<file path="config.mk">
export PLATFORM = sky130hd
export DESIGN_NAME = png_stream_validator
export DESIGN_NICKNAME = d
export VERILOG_FILES = /design/src/psv_pkg.sv /design/src/psv_core.sv /design/src/png_stream_validator.sv
export SDC_FILE = /design/constraint.sdc
export NUM_CORES = 2
export LEC_CHECK = 0
export ABC_CLOCK_PERIOD_IN_PS = 16740
export BUFFER_PORTS_ARGS = -buffer_cell sky130_fd_sc_hd__buf_2
export CORE_MARGIN = 4
export CORE_UTILIZATION = 36
export DETAILED_ROUTE_END_ITERATION = 10
export GPL_ROUTABILITY_DRIVEN = 0
export PLACE_DENSITY_LB_ADDON = 0.25
export SKIP_LAST_GASP = 1
export SYNTH_ARGS = -nofsm -noshare
export SYNTH_HDL_FRONTEND = slang
export SYNTH_SLANG_ARGS = --single-unit
</file>
<file path="constraint.sdc">
create_clock -name clock -period 16.74 [get_ports clock]
set_input_delay 2.511 -clock clock [delete_from_list [all_inputs] [get_ports clock]]
set_output_delay 2.511 -clock clock [all_outputs]
set_load 0.02 [all_outputs]
</file>
<file path="src/psv_pkg.sv">
package psv_pkg;

   localparam logic [31:0] MaxBytesReset   = 32'd1048576;
   localparam logic [15:0] PanelShortReset = 16'd400;
   localparam logic [15:0] PanelLongReset  = 16'd600;
   localparam logic [31:0] CrcPoly         = 32'hedb88320;

   typedef enum logic [2:0] {
      PH_SIG  = 3'd0,
      PH_HDR  = 3'd1,
      PH_DATA = 3'd2,
      PH_CRC  = 3'd3,
      PH_DONE = 3'd4,
      PH_FAIL = 3'd5
   } phase_type;

   typedef enum logic [1:0] {
      KIND_BYTE    = 2'd0,
      KIND_FINISH  = 2'd1,
      KIND_RESTART = 2'd2,
      KIND_UNUSED  = 2'd3
   } kind_type;

   typedef enum logic [3:0] {
      FC_NONE       = 4'd0,
      FC_INCOMPLETE = 4'd1,
      FC_BOUNDS     = 4'd2,
      FC_TRAILING   = 4'd3,
      FC_SIGNATURE  = 4'd4,
      FC_HEADER     = 4'd5,
      FC_IHDR_FIRST = 4'd6,
      FC_IHDR_DUP   = 4'd7,
      FC_CRITICAL   = 4'd8,
      FC_PLTE       = 4'd9,
      FC_IDAT       = 4'd10,
      FC_IEND       = 4'd11,
      FC_CRC        = 4'd12,
      FC_IHDR_FMT   = 4'd13
   } fail_type;

   localparam logic [1:0] CfgMaxBytes   = 2'd0;
   localparam logic [1:0] CfgPanelShort = 2'd1;
   localparam logic [1:0] CfgPanelLong  = 2'd2;

   typedef struct packed {
      logic       ok;
      logic       complete;
      logic [3:0] failure_code;
      logic       landscape;
      logic [7:0] color_type;
      logic       accepted;
   } result_type;

   localparam logic [7:0] SigByte0 = 8'h89;

   function automatic logic [7:0] sig_byte(input logic [2:0] idx);
      logic [7:0] r;
      begin
         case (idx)
            3'd0: r = SigByte0;
            3'd1: r = 8'h50;
            3'd2: r = 8'h4e;
            3'd3: r = 8'h47;
            3'd4: r = 8'h0d;
            3'd5: r = 8'h0a;
            3'd6: r = 8'h1a;
            default: r = 8'h0a;
         endcase
         return r;
      end
   endfunction

   function automatic logic [31:0] crc_byte(input logic [31:0] c_in, input logic [7:0] v);
      logic [31:0] c;
      begin
         c = c_in ^ {24'd0, v};
         for (int b = 0; b < 8; b++) begin
            c = c[0] ? ((c >> 1) ^ CrcPoly) : (c >> 1);
         end
         return c;
      end
   endfunction

   function automatic logic is_letter(input logic [7:0] c);
      return (c >= 8'h41 && c <= 8'h5a) || (c >= 8'h61 && c <= 8'h7a);
   endfunction

endpackage

</file>
<file path="src/psv_core.sv">
module psv_core (
   input  logic                   clock,
   input  logic                   reset,
   input  logic                   step,
   input  logic [1:0]             kind,
   input  logic [7:0]             data_byte,
   input  logic [31:0]            expected_total,
   input  logic [31:0]            max_bytes,
   input  logic [15:0]            panel_short,
   input  logic [15:0]            panel_long,
   output psv_pkg::result_type    result
);

   psv_pkg::phase_type phase_ff, phase_in;
   logic [31:0] total_ff, total_in;
   logic [2:0]  sig_idx_ff, sig_idx_in;
   logic [2:0]  hdr_idx_ff, hdr_idx_in;
   logic [7:0]  hdr_ff [8];
   logic [7:0]  hdr_in [8];
   logic [31:0] data_idx_ff, data_idx_in;
   logic [1:0]  crc_idx_ff, crc_idx_in;
   logic [31:0] size_ff, size_in;
   logic [31:0] run_ff, run_in;
   logic [31:0] stored_ff, stored_in;
   logic [7:0]  ihdr_ff [13];
   logic [7:0]  ihdr_in [13];
   logic        of_ihdr_ff, of_ihdr_in, of_plte_ff, of_plte_in;
   logic        of_idat_ff, of_idat_in, of_closed_ff, of_closed_in;
   logic        complete_ff, complete_in, failed_ff, failed_in, land_ff, land_in;
   logic [3:0]  fail_ff, fail_in;
   logic [7:0]  colour_ff, colour_in;
   logic        accepted;

   // header view of the bytes, with the last header byte folded in
   logic [7:0]  hb [8];
   logic [31:0] len;
   logic        t_ihdr, t_plte, t_idat, t_iend, typ_ok, anc;
   logic [31:0] total_nx;
   logic [31:0] room;
   logic [31:0] hcrc;
   logic [31:0] w, h;
   logic        dims_ok, fmt_ok;
   logic [3:0]  len_dsum;
   logic        len_div3;

   function automatic logic is_letters();
      return psv_pkg::is_letter(hb[4]) && psv_pkg::is_letter(hb[5]) &&
             psv_pkg::is_letter(hb[6]) && psv_pkg::is_letter(hb[7]) &&
             hb[6] >= 8'h41 && hb[6] <= 8'h5a;
   endfunction

   function automatic logic cur_is(input logic [31:0] t);
      return {hdr_ff[4], hdr_ff[5], hdr_ff[6], hdr_ff[7]} == t;
   endfunction

   function automatic logic t_ihdr_cur();
      return cur_is(32'h49484452);
   endfunction

   always_comb begin
      for (int i = 0; i < 8; i++) hb[i] = hdr_ff[i];
      hb[7] = data_byte;
      len = {hb[0], hb[1], hb[2], hb[3]};
      typ_ok = is_letters();
      t_ihdr = {hb[4], hb[5], hb[6], hb[7]} == 32'h49484452;
      t_plte = {hb[4], hb[5], hb[6], hb[7]} == 32'h504c5445;
      t_idat = {hb[4], hb[5], hb[6], hb[7]} == 32'h49444154;
      t_iend = {hb[4], hb[5], hb[6], hb[7]} == 32'h49454e44;
      anc = hb[4][5];
      // byte count including the header byte now arriving
      total_nx = total_ff + 32'd1;
      room = max_bytes - total_nx;
      // multiple of 3 via base-4 digit sum; lengths above 768 fail anyway
      len_dsum = {2'd0, len[1:0]} + {2'd0, len[3:2]} + {2'd0, len[5:4]} +
                 {2'd0, len[7:6]} + {2'd0, len[9:8]};
      len_div3 = len_dsum == 4'd0 || len_dsum == 4'd3 || len_dsum == 4'd6 ||
                 len_dsum == 4'd9 || len_dsum == 4'd12 || len_dsum == 4'd15;
      hcrc = psv_pkg::crc_byte(psv_pkg::crc_byte(psv_pkg::crc_byte(psv_pkg::crc_byte(
         32'hffffffff, hb[4]), hb[5]), hb[6]), hb[7]);
      w = {ihdr_ff[0], ihdr_ff[1], ihdr_ff[2], ihdr_ff[3]};
      h = {ihdr_ff[4], ihdr_ff[5], ihdr_ff[6], ihdr_ff[7]};
      dims_ok = (w == {16'd0, panel_short} && h == {16'd0, panel_long}) ||
                (w == {16'd0, panel_long} && h == {16'd0, panel_short});
      case (ihdr_ff[9])
         8'd0: fmt_ok = ihdr_ff[8] == 8'd1 || ihdr_ff[8] == 8'd2 || ihdr_ff[8] == 8'd4 ||
                        ihdr_ff[8] == 8'd8 || ihdr_ff[8] == 8'd16;
         8'd2, 8'd4, 8'd6: fmt_ok = ihdr_ff[8] == 8'd8 || ihdr_ff[8] == 8'd16;
         8'd3: fmt_ok = ihdr_ff[8] == 8'd1 || ihdr_ff[8] == 8'd2 || ihdr_ff[8] == 8'd4 ||
                        ihdr_ff[8] == 8'd8;
         default: fmt_ok = 1'b0;
      endcase
      fmt_ok = fmt_ok && ihdr_ff[10] == 8'd0 && ihdr_ff[11] == 8'd0 && ihdr_ff[12] <= 8'd1;
   end

   always_comb begin
      phase_in = phase_ff; total_in = total_ff; sig_idx_in = sig_idx_ff;
      hdr_idx_in = hdr_idx_ff; data_idx_in = data_idx_ff; crc_idx_in = crc_idx_ff;
      size_in = size_ff; run_in = run_ff; stored_in = stored_ff;
      for (int i = 0; i < 8; i++) hdr_in[i] = hdr_ff[i];
      for (int i = 0; i < 13; i++) ihdr_in[i] = ihdr_ff[i];
      of_ihdr_in = of_ihdr_ff; of_plte_in = of_plte_ff;
      of_idat_in = of_idat_ff; of_closed_in = of_closed_ff;
      complete_in = complete_ff; failed_in = failed_ff; land_in = land_ff;
      fail_in = fail_ff; colour_in = colour_ff;
      accepted = 1'b0;

      case (psv_pkg::kind_type'(kind))
         psv_pkg::KIND_BYTE: begin
            if (failed_ff || complete_ff || total_ff >= max_bytes) begin
               failed_in = 1'b1; complete_in = 1'b0; phase_in = psv_pkg::PH_FAIL;
               fail_in = complete_ff ? psv_pkg::FC_TRAILING : psv_pkg::FC_BOUNDS;
            end else begin
               total_in = total_nx;
               case (phase_ff)
                  psv_pkg::PH_SIG: begin
                     if (data_byte != psv_pkg::sig_byte(sig_idx_ff)) begin
                        failed_in = 1'b1; phase_in = psv_pkg::PH_FAIL;
                        fail_in = psv_pkg::FC_SIGNATURE;
                     end else begin
                        sig_idx_in = sig_idx_ff + 3'd1;
                        if (sig_idx_ff == 3'd7) begin
                           phase_in = psv_pkg::PH_HDR; hdr_idx_in = 3'd0;
                        end
                     end
                  end
                  psv_pkg::PH_HDR: begin
                     hdr_in[hdr_idx_ff] = data_byte;
                     hdr_idx_in = hdr_idx_ff + 3'd1;
                     if (hdr_idx_ff == 3'd7) begin
                        size_in = len;
                        phase_in = psv_pkg::PH_FAIL;
                        failed_in = 1'b1;
                        // budget counts the last header byte already
                        if (!typ_ok || total_nx > max_bytes || room < 32'd4 ||
                            len > room - 32'd4)
                           fail_in = psv_pkg::FC_HEADER;
                        else if (!of_ihdr_ff && !t_ihdr) fail_in = psv_pkg::FC_IHDR_FIRST;
                        else if (t_ihdr && (of_ihdr_ff || len != 32'd13))
                           fail_in = psv_pkg::FC_IHDR_DUP;
                        else if (!t_ihdr && !t_plte && !t_idat && !t_iend && !anc)
                           fail_in = psv_pkg::FC_CRITICAL;
                        else if (t_plte && (of_plte_ff || of_idat_ff || len == 32'd0 ||
                                 len > 32'd768 || !len_div3 ||
                                 colour_ff == 8'd0 || colour_ff == 8'd4))
                           fail_in = psv_pkg::FC_PLTE;
                        else if (t_idat && (!of_ihdr_ff || of_closed_ff || len == 32'd0 ||
                                 (colour_ff == 8'd3 && !of_plte_ff)))
                           fail_in = psv_pkg::FC_IDAT;
                        else if (t_iend && (len != 32'd0 || !of_idat_ff))
                           fail_in = psv_pkg::FC_IEND;
                        else begin
                           failed_in = failed_ff; fail_in = fail_ff;
                           if (of_idat_ff && !t_idat && !t_iend) of_closed_in = 1'b1;
                           run_in = hcrc; data_idx_in = 32'd0; crc_idx_in = 2'd0;
                           stored_in = 32'd0;
                           phase_in = (len == 32'd0) ? psv_pkg::PH_CRC : psv_pkg::PH_DATA;
                        end
                     end
                  end
                  psv_pkg::PH_DATA: begin
                     run_in = psv_pkg::crc_byte(run_ff, data_byte);
                     if (t_ihdr_cur() && data_idx_ff < 32'd13)
                        ihdr_in[data_idx_ff[3:0]] = data_byte;
                     data_idx_in = data_idx_ff + 32'd1;
                     if (data_idx_in == size_ff) begin
                        phase_in = psv_pkg::PH_CRC; crc_idx_in = 2'd0; stored_in = 32'd0;
                     end
                  end
                  psv_pkg::PH_CRC: begin
                     stored_in = {stored_ff[23:0], data_byte};
                     crc_idx_in = crc_idx_ff + 2'd1;
                     if (crc_idx_ff == 2'd3) begin
                        if (stored_in != ~run_ff) begin
                           failed_in = 1'b1; phase_in = psv_pkg::PH_FAIL;
                           fail_in = psv_pkg::FC_CRC;
                        end else begin
                           phase_in = psv_pkg::PH_HDR; hdr_idx_in = 3'd0;
                           if (cur_is(32'h49484452)) begin
                              if (dims_ok) colour_in = ihdr_ff[9];
                              if (!dims_ok || !fmt_ok) begin
                                 failed_in = 1'b1; phase_in = psv_pkg::PH_FAIL;
                                 fail_in = psv_pkg::FC_IHDR_FMT;
                              end else begin
                                 land_in = w == {16'd0, panel_long};
                                 of_ihdr_in = 1'b1;
                              end
                           end else if (cur_is(32'h504c5445)) of_plte_in = 1'b1;
                           else if (cur_is(32'h49444154)) of_idat_in = 1'b1;
                           else if (cur_is(32'h49454e44)) begin
                              complete_in = 1'b1; phase_in = psv_pkg::PH_DONE;
                           end
                        end
                     end
                  end
                  default: begin
                     failed_in = 1'b1; phase_in = psv_pkg::PH_FAIL;
                     fail_in = psv_pkg::FC_HEADER;
                  end
               endcase
            end
         end
         psv_pkg::KIND_FINISH: begin
            accepted = !failed_ff && complete_ff && of_ihdr_ff && of_idat_ff &&
                       phase_ff == psv_pkg::PH_DONE && total_ff == expected_total;
         end
         psv_pkg::KIND_RESTART: begin
            phase_in = psv_pkg::PH_SIG; total_in = 32'd0; sig_idx_in = 3'd0;
            hdr_idx_in = 3'd0; data_idx_in = 32'd0; crc_idx_in = 2'd0; size_in = 32'd0;
            run_in = 32'hffffffff; stored_in = 32'd0;
            for (int i = 0; i < 8; i++) hdr_in[i] = 8'd0;
            for (int i = 0; i < 13; i++) ihdr_in[i] = 8'd0;
            of_ihdr_in = 1'b0; of_plte_in = 1'b0; of_idat_in = 1'b0; of_closed_in = 1'b0;
            complete_in = 1'b0; failed_in = 1'b0; land_in = 1'b0;
            fail_in = psv_pkg::FC_NONE; colour_in = 8'hff;
         end
         default: ;
      endcase
   end

   always_ff @(posedge clock) begin
      if (reset) begin
         phase_ff <= psv_pkg::PH_SIG; total_ff <= 32'd0; sig_idx_ff <= 3'd0;
         hdr_idx_ff <= 3'd0; data_idx_ff <= 32'd0; crc_idx_ff <= 2'd0; size_ff <= 32'd0;
         run_ff <= 32'hffffffff; stored_ff <= 32'd0;
         for (int i = 0; i < 8; i++) hdr_ff[i] <= 8'd0;
         for (int i = 0; i < 13; i++) ihdr_ff[i] <= 8'd0;
         of_ihdr_ff <= 1'b0; of_plte_ff <= 1'b0; of_idat_ff <= 1'b0; of_closed_ff <= 1'b0;
         complete_ff <= 1'b0; failed_ff <= 1'b0; land_ff <= 1'b0;
         fail_ff <= psv_pkg::FC_NONE; colour_ff <= 8'hff;
         result <= '0;
      end else if (step) begin
         phase_ff <= phase_in; total_ff <= total_in; sig_idx_ff <= sig_idx_in;
         hdr_idx_ff <= hdr_idx_in; data_idx_ff <= data_idx_in; crc_idx_ff <= crc_idx_in;
         size_ff <= size_in; run_ff <= run_in; stored_ff <= stored_in;
         for (int i = 0; i < 8; i++) hdr_ff[i] <= hdr_in[i];
         for (int i = 0; i < 13; i++) ihdr_ff[i] <= ihdr_in[i];
         of_ihdr_ff <= of_ihdr_in; of_plte_ff <= of_plte_in;
         of_idat_ff <= of_idat_in; of_closed_ff <= of_closed_in;
         complete_ff <= complete_in; failed_ff <= failed_in; land_ff <= land_in;
         fail_ff <= fail_in; colour_ff <= colour_in;
         result.ok <= !failed_in;
         result.complete <= complete_in;
         result.failure_code <= failed_in ? fail_in :
                                (complete_in ? psv_pkg::FC_NONE : psv_pkg::FC_INCOMPLETE);
         result.landscape <= land_in;
         result.color_type <= colour_in;
         result.accepted <= accepted;
      end
   end

endmodule

</file>
<file path="src/png_stream_validator.sv">
// png byte stream checker: one beat per cycle unless rsp_tready stalls the output
// register; each request beat yields one response beat in the next cycle, from the
// single register stage around the byte-wide crc-32 update and the chunk checks.
// kind 0 feeds a file byte, kind 1 asks for the accept verdict against expected_total,
// kind 2 clears all validator state; configuration registers survive a restart. the
// response reports the status after the beat: failure code (later bytes overwrite it
// with FC_BOUNDS), complete after a clean iend, ihdr orientation and colour type.
module png_stream_validator #(
   parameter logic [31:0] MaxBytesInit   = psv_pkg::MaxBytesReset,
   parameter logic [15:0] PanelShortInit = psv_pkg::PanelShortReset,
   parameter logic [15:0] PanelLongInit  = psv_pkg::PanelLongReset
) (
   input  logic        clock,
   input  logic        reset,
   input  logic        req_tvalid,
   output logic        req_tready,
   input  logic [39:0] req_tdata,   // data_byte[7:0], expected_total[39:8]
   input  logic [1:0]  req_tuser,   // kind
   output logic        rsp_tvalid,
   input  logic        rsp_tready,
   output logic [15:0] rsp_tdata,   // ok, complete, failure_code, landscape,
                                    // color_type, accepted
   input  logic        csr_we,
   input  logic [1:0]  csr_index,
   input  logic [31:0] csr_wdata
);

   logic [31:0] max_bytes_ff;
   logic [15:0] panel_short_ff, panel_long_ff;
   logic        valid_ff;
   logic        step;
   psv_pkg::result_type res;

   // csr writes
   always_ff @(posedge clock) begin
      if (reset) begin
         max_bytes_ff <= MaxBytesInit;
         panel_short_ff <= PanelShortInit;
         panel_long_ff <= PanelLongInit;
      end else if (csr_we) begin
         if (csr_index == psv_pkg::CfgMaxBytes) max_bytes_ff <= csr_wdata;
         else if (csr_index == psv_pkg::CfgPanelShort)
            panel_short_ff <= csr_wdata[15:0];
         else if (csr_index == psv_pkg::CfgPanelLong)
            panel_long_ff <= csr_wdata[15:0];
      end
   end

   // output register: take a new beat whenever the slot is empty or draining
   assign req_tready = !valid_ff || rsp_tready;
   assign step = req_tvalid && req_tready;

   always_ff @(posedge clock) begin
      if (reset) valid_ff <= 1'b0;
      else if (req_tready) valid_ff <= req_tvalid;
   end

   psv_core u_core (
      .clock          (clock),
      .reset          (reset),
      .step           (step),
      .kind           (req_tuser),
      .data_byte      (req_tdata[7:0]),
      .expected_total (req_tdata[39:8]),
      .max_bytes      (max_bytes_ff),
      .panel_short    (panel_short_ff),
      .panel_long     (panel_long_ff),
      .result         (res)
   );

   assign rsp_tvalid = valid_ff;
   assign rsp_tdata = {res.accepted, res.color_type, res.landscape,
                       res.failure_code, res.complete, res.ok};

endmodule
</file>
## Word level (Yosys, flattened, before mapping)

Memory sizes are Yosys's and may differ from the RTL's.
Index checks and enable logic that the tools add are counted.

- Bits in registers: 261
- Bits in latches: 0
- Memory bits (writable): 168
- Memory bits (read-only): 0
- Input bits: 81
- Output and inout bits: 18
- Memories kept: 2

Memory list:

| name | depth | bits a word | read ports | clocked after memory_dff | write ports | RTL line | text |
|---|---|---|---|---|---|---|---|
| u_core.ihdr_ff | 13 | 8 | 13 | 0 | 13 | psv_core.sv:25 | `logic [7:0] ihdr_ff [13];` |
| u_core.hdr_ff | 8 | 8 | 8 | 0 | 8 | psv_core.sv:18 | `logic [7:0] hdr_ff [8];` |

- Add/subtract/negate cells: 11
- Multiply operators: 0
- Div/mod/pow operators: 0
- $lt $le $gt $ge: 27
- Equal/unequal tests: 91
- Shifts and indexed selects: 0
- Muxes and demuxes: 254
- Bitwise operators: 71
- Reduce and logical (&&, ||, !) cells: 114

Operators by type and width:

| kind | count |
|---|---|
| $mux W32 | 62 |
| $not A13 Y14 | 40 |
| $pmux W32 S2 | 6 |
| $mux W104 | 3 |
| $eq A32 B31 Y1 const B | 8 |
| $mux W8 | 32 |
| $pmux W104 S2 | 1 |
| $eq A32 B16 Y1 | 4 |
| $mux W64 | 2 |
| $pmux W64 S2 | 1 |
| $xor A32 B8 Y32 | 4 |
| $bwmux W104 | 1 |
| $mux W3 | 27 |
| $pmux W24 S3 | 1 |
| $mux W1 | 67 |
| $add A32 B1 Y32 const B | 2 |
| $bwmux W64 | 1 |
| $eq A32 B32 Y1 | 2 |
| $ge A8 B7 Y1 const B | 8 |
| $gt A32 B32 Y1 | 2 |
| $le A8 B7 Y1 const B | 8 |
| $mux W4 | 15 |
| $mux W24 | 2 |
| $pmux W24 S2 | 1 |
| other kinds (79) | 268 |

## Depth between registers and ports, before layout

An unclocked memory read counts as a cell.

- Word-level depth: 80
- Mapped depth: 36
- Depth with buffers taken out: 32

## Cells and area by module

Synthesis repeated with hierarchy kept, for this count alone.

- Cell total of the unflattened synthesis: 3561
- Area, all modules: 31094.8 um2

By module, submodules not included:

| module | instances | cells each | area an instance (um2) | seq. area each (um2) |
|---|---|---|---|---|
| psv_core | 1 | 3303 | 28324.7 | 8938.6 |
| png_stream_validator | 1 | 258 | 2770.2 | 1301.2 |

## Worst setup path before layout

No wires, ideal clock.

- Kind: input-to-reg
- Start point: input rsp_tready
- End point: memory u_core.ihdr_ff[0][0], enable pin
- Arrival time: 9206 ps
- Slack: 6906 ps
- Stages: 7
- Buffers on the path: 2
- Cells stage by stage: nand2b_1 nand2_1 nor2_1 o21ai_1 clkbuf_1 clkbuf_1 o21ai_0

RTL lines:

| element | RTL line | text |
|---|---|---|
| from (decl) | png_stream_validator.sv:20 | `input logic rsp_tready,` |
| to (decl) | psv_core.sv:25 |  |

## Final worst setup path

- Start point: register u_core.total_ff[1]
- End point: register u_core.run_ff[25]

- Longest elaborated chain between the ends: 7
- Elaborated cells on any way between the ends: 14
- Classes of those cells: 3 x add/sub; 4 x order compare; 2 x eq/ne; 5 x reduce/logical

Ends and longest elaborated chain:

| element | RTL line | text |
|---|---|---|
| from (decl) | psv_core.sv:15 | `logic [31:0] total_ff, total_in;` |
| from (signal assigned) | psv_core.sv:232 | `phase_ff <= phase_in; total_ff <= total_in; sig_idx_ff <= sig_idx_in;` |
| $add A32 B1 Y32 | psv_core.sv:71 | `total_nx = total_ff + 32'd1;` |
| $sub A32 B32 Y32 / $gt A32 B32 Y1 (equally long branches) | psv_core.sv:72, psv_core.sv:134 |  |
| $sub A32 B3 Y32, or another cell as far along | psv_core.sv:135 | `len > room - 32'd4)` |
| $gt A32 B32 Y1 / $logic_or A1 B1 Y1 (equally long branches) | psv_core.sv:135, psv_core.sv:134 |  |
| $logic_or A1 B1 Y1 | psv_core.sv:134 | `if (!typ_ok \|\| total_nx > max_bytes \|\| room < 32'd4 \|\|` |
| $ne A3 B3 Y1 (no line) | - |  |
| $reduce_and A12 Y1 (no line) * | - |  |
| to (signal assigned) | psv_core.sv:234 | `size_ff <= size_in; run_ff <= run_in; stored_ff <= stored_in;` |
| to (decl) | psv_core.sv:23 | `logic [31:0] run_ff, run_in;` |

Every way passes the cells marked *; elsewhere a longest branch is shown, timed or not.
A chain may end at the register's enable or synchronous reset.

==> flow_summary.yaml <==
clock_network:
  cts-htree-levels: 2
  post_cts_resized: 0
  clockRootBuffer: "clkbuf_16"
  cts_inserted_buffers: 51
  cts_setup_buffers: 0
  worst_setup_hold_path_clk_slew_ps: 60
  tritoncts: "built"
  cts_hold_buffers: 0
  cts.sink_count: 428
  worst_skew_pair.late_latency_ps: 620
  cts.path.max_buffers: 3
critical_path:
  path_delay_family: "simple AND/OR/NAND/NOR gates"
  cpPeakStageDelay_ps: 810
  critical-path-slowest-cell: "nor4_1"
  end_kind: "flop"
  critPathMaxFanout: 54
  critPathLaunchType: "flop"
  timing.setup.critical_path_class: "reg2reg"
  worst_ep_arrival_time_ps: 8940
  critPathRequiredTime_ps: 17250
  timing.critical_path.buf_inv: 1
  critical_path.most_common_cell: "nand2_1"
detailed_routing:
  vias_per_cell: 5.53
  initialDrtViolationCount: 2039
  detail_route.wl_per_cell_um: 20.2
  postRouteWirelength_um: 94100
  vias: 25722
  drcViolationCount: 0
  drt-pass1-iter-count: 5
  drt.antenna.violating_nets: 0
timing:
  max_slew_margin: 0.277
  grt_setup_unrepaired: "false"
  finalClockSkew_ps: 33.1
  slew_at_the_pin_closest_to_its_max_slew_limit_ps: 1080
  period_needed_ps: 8430
  setup-violations-final: 0
  timing_hold_violations_final: 0
  max_freq_ghz: 0.119
  timing_max_transition_violations_final: 0
  setup_total_negative_slack_ps: 0
  fin_crit_sh: 0.504
synthesis:
  area_of_the_mapped_netlist_um2: 30100
  synth.net_count: 3777
  synth-seq-cells: 428
  average_cell_area_after_synthesis_um2: 8.46
  synthTopCellsByCount: "425 x nand2_1, 386 x xnor2_1, 352 x a21oi_1, 303 x nor2_1, 261 x dfxtp_1"
  yosysMostFrequentCell: "nand2_1"
  yosys_warns: 0
  netlist_top_cells_area: "dfxtp_1 17%, edfxtp_1 17%, xnor2_1 11%"
  yosys.area.top_type_share: 0.173
  synthDistinctLibCells: 93
  synth_enable_flop_cells: 167
  synth.largest_area_cell: "dfxtp_1"
  part_of_the_yosys_area_used_for_sequential_elements: 0.340
  syn_inst: 3559
  postSynth.asyncResetShare: 0
  ys_dominant_reg_cell: "dfxtp_1"
power_and_ir_drop:
  power.total_mw: 7.06
  vdd.ir_drop.worst_mv: 0.451
  power.share.clock: 0.175
  cellLeakagePower_nw: 12.5
  share_comb_of_total_power: 0.652
  power.internal_mw: 4.00
  p_switching_mw: 3.06
  power_density_nw_per_um2: 211
  power.switching_fraction: 0.434
  share_seq_of_total_power: 0.173
die:
  die-area_um2: 88400
  die_height_um: 297
  die_width_um: 297
  floorplan.io_pins: 99
  core_area_um2: 82500
  start_util: 0.365
  core.rowCount: 105
finish:
  final_design_area_no_fill_um2: 33400
  area_delta_synth_final_pct: 11.0
  layout.area.seq_um2: 10200
  nets: 3754
  fillers: 8421
  drive_above_1_share: 0.0849
  combined_area_of_the_multi_input_logic_cells_um2: 18800
grt:
  grt_max_degree: 89
  global_route.overflow_total: 0
  grt_usage: 0.205
  antenna_found_initial: 3
  grt_pass1_vias: 24622
  global_route_wire_length_before_repair_um: 146000
worst_hold_path:
  min_path_type: "reg2reg"
place:
  detailed_place_hpwl_um: 66400
  count_of_port_buffers_added_during_placement: 98
  dpl-instance-area_um2: 31500
status:
  run_status: "complete, no violations"
job:
  max_cap_violations: 0
metrics by stage:
step | instances | hold WS, ps | util | setup WS [ps]
after floorplan | 3559 | 430 | - | 6910
after global placement | 4553 | 430 | 0.382 | 8550
after detailed placement | 4553 | 433 | 0.382 | 8450
after CTS | 4649 | 449 | 0.405 | 8370
after global routing | 4649 | 468 | 0.405 | 7530
final | 4650 | 447 | 0.405 | 8310
worst reg2reg max path, delay by kind of cell, from the launching register on:
family | cells | cell delay [ps]
compound gates | 11 | 2600
xor+xnor | 2 | 210
fa+ha+maj | 3 | 850
buf+inv | 1 | 360
flops | 1 | 450
simple gates | 12 | 3830
placed cells by master (no fill, tap or decap), types with 106 or more instances in the layout:
| cell | count |
|---|---|
| a21oi_1 | 351 |
| dfxtp_1 | 261 |
| edfxtp_1 | 167 |
| ha_1 | 131 |
| nand2_1 | 422 |
| nand3_1 | 164 |
| nor2_1 | 302 |
| o21ai_0 | 106 |
| xnor2_1 | 386 |
| xor2_1 | 145 |
flip-flops by register name, summed over array words and instances, names as in the netlist, 24 cells and up:
register	count
max_bytes_ff	32
u_core.data_idx_ff	32
u_core.hdr_ff	64
u_core.ihdr_ff	103
u_core.run_ff	32
u_core.size_ff	32
u_core.stored_ff	24
u_core.total_ff	32
cell type report:
type,count,area share
multi-input combinational,2820,0.562
sequential,428,0.306
clock buffer,66,0.0448
tap,1070,0.0401
timing repair buffer,140,0.0243
clock inverter,30,0.0116
inverter,95,0.0107
antenna,1,0.0000749
cells by family (layout without fill, tap and decap cells):
family          after synthesis  in the layout  share of synthesized area
buf+inv                     311            331                     0.0396
other cells                   0              1                          0
mux                          93             93                     0.0310
simple gates               1299           1299                      0.206
flops                       428            428                      0.340
xor+xnor                    570            570                      0.181
fa+ha+maj                   137            137                     0.0584
compound gates              721            721                      0.144
layer usage:
layer | GRT usage | routed length, µm | vias to the layer above
li1 | - | - | 12492
met1 | 0.293 | 44100 | 12405
met2 | 0.331 | 42800 | 706
met3 | 0.0222 | 5050 | 119
met4 | 0.0533 | 2180 | 0
met5 | 0 | 0 | -
power by group through the flow:
stage	Combinational [mW]	Clock, mW	Sequential (mW)
6_report	4.60	1.24	1.22
5_1_grt	4.96	1.30	1.22
4_1_cts	4.63	1.26	1.22
3_5_place_dp	4.61	0	1.24
3_3_place_gp	4.63	0	1.24
2_1_floorplan	3.67	0	1.21
final timing paths:
path,from,to,slack (ps),cells after the start
worst max-delay path,u_core.total_ff[1]$_SDFFE_PP0P_,u_core.run_ff[25]$_SDFFE_PP1P_,8310,29
worst min-delay path,u_core.result[8]$_SDFFE_PP0P_,u_core.result[8]$_SDFFE_PP0P_,450,2
worst max register to register,u_core.total_ff[1]$_SDFFE_PP0P_,u_core.run_ff[25]$_SDFFE_PP1P_,8310,29
worst min register to register,u_core.result[8]$_SDFFE_PP0P_,u_core.result[8]$_SDFFE_PP0P_,450,2
No activity file was read; power rests on OpenSTA's default activity.
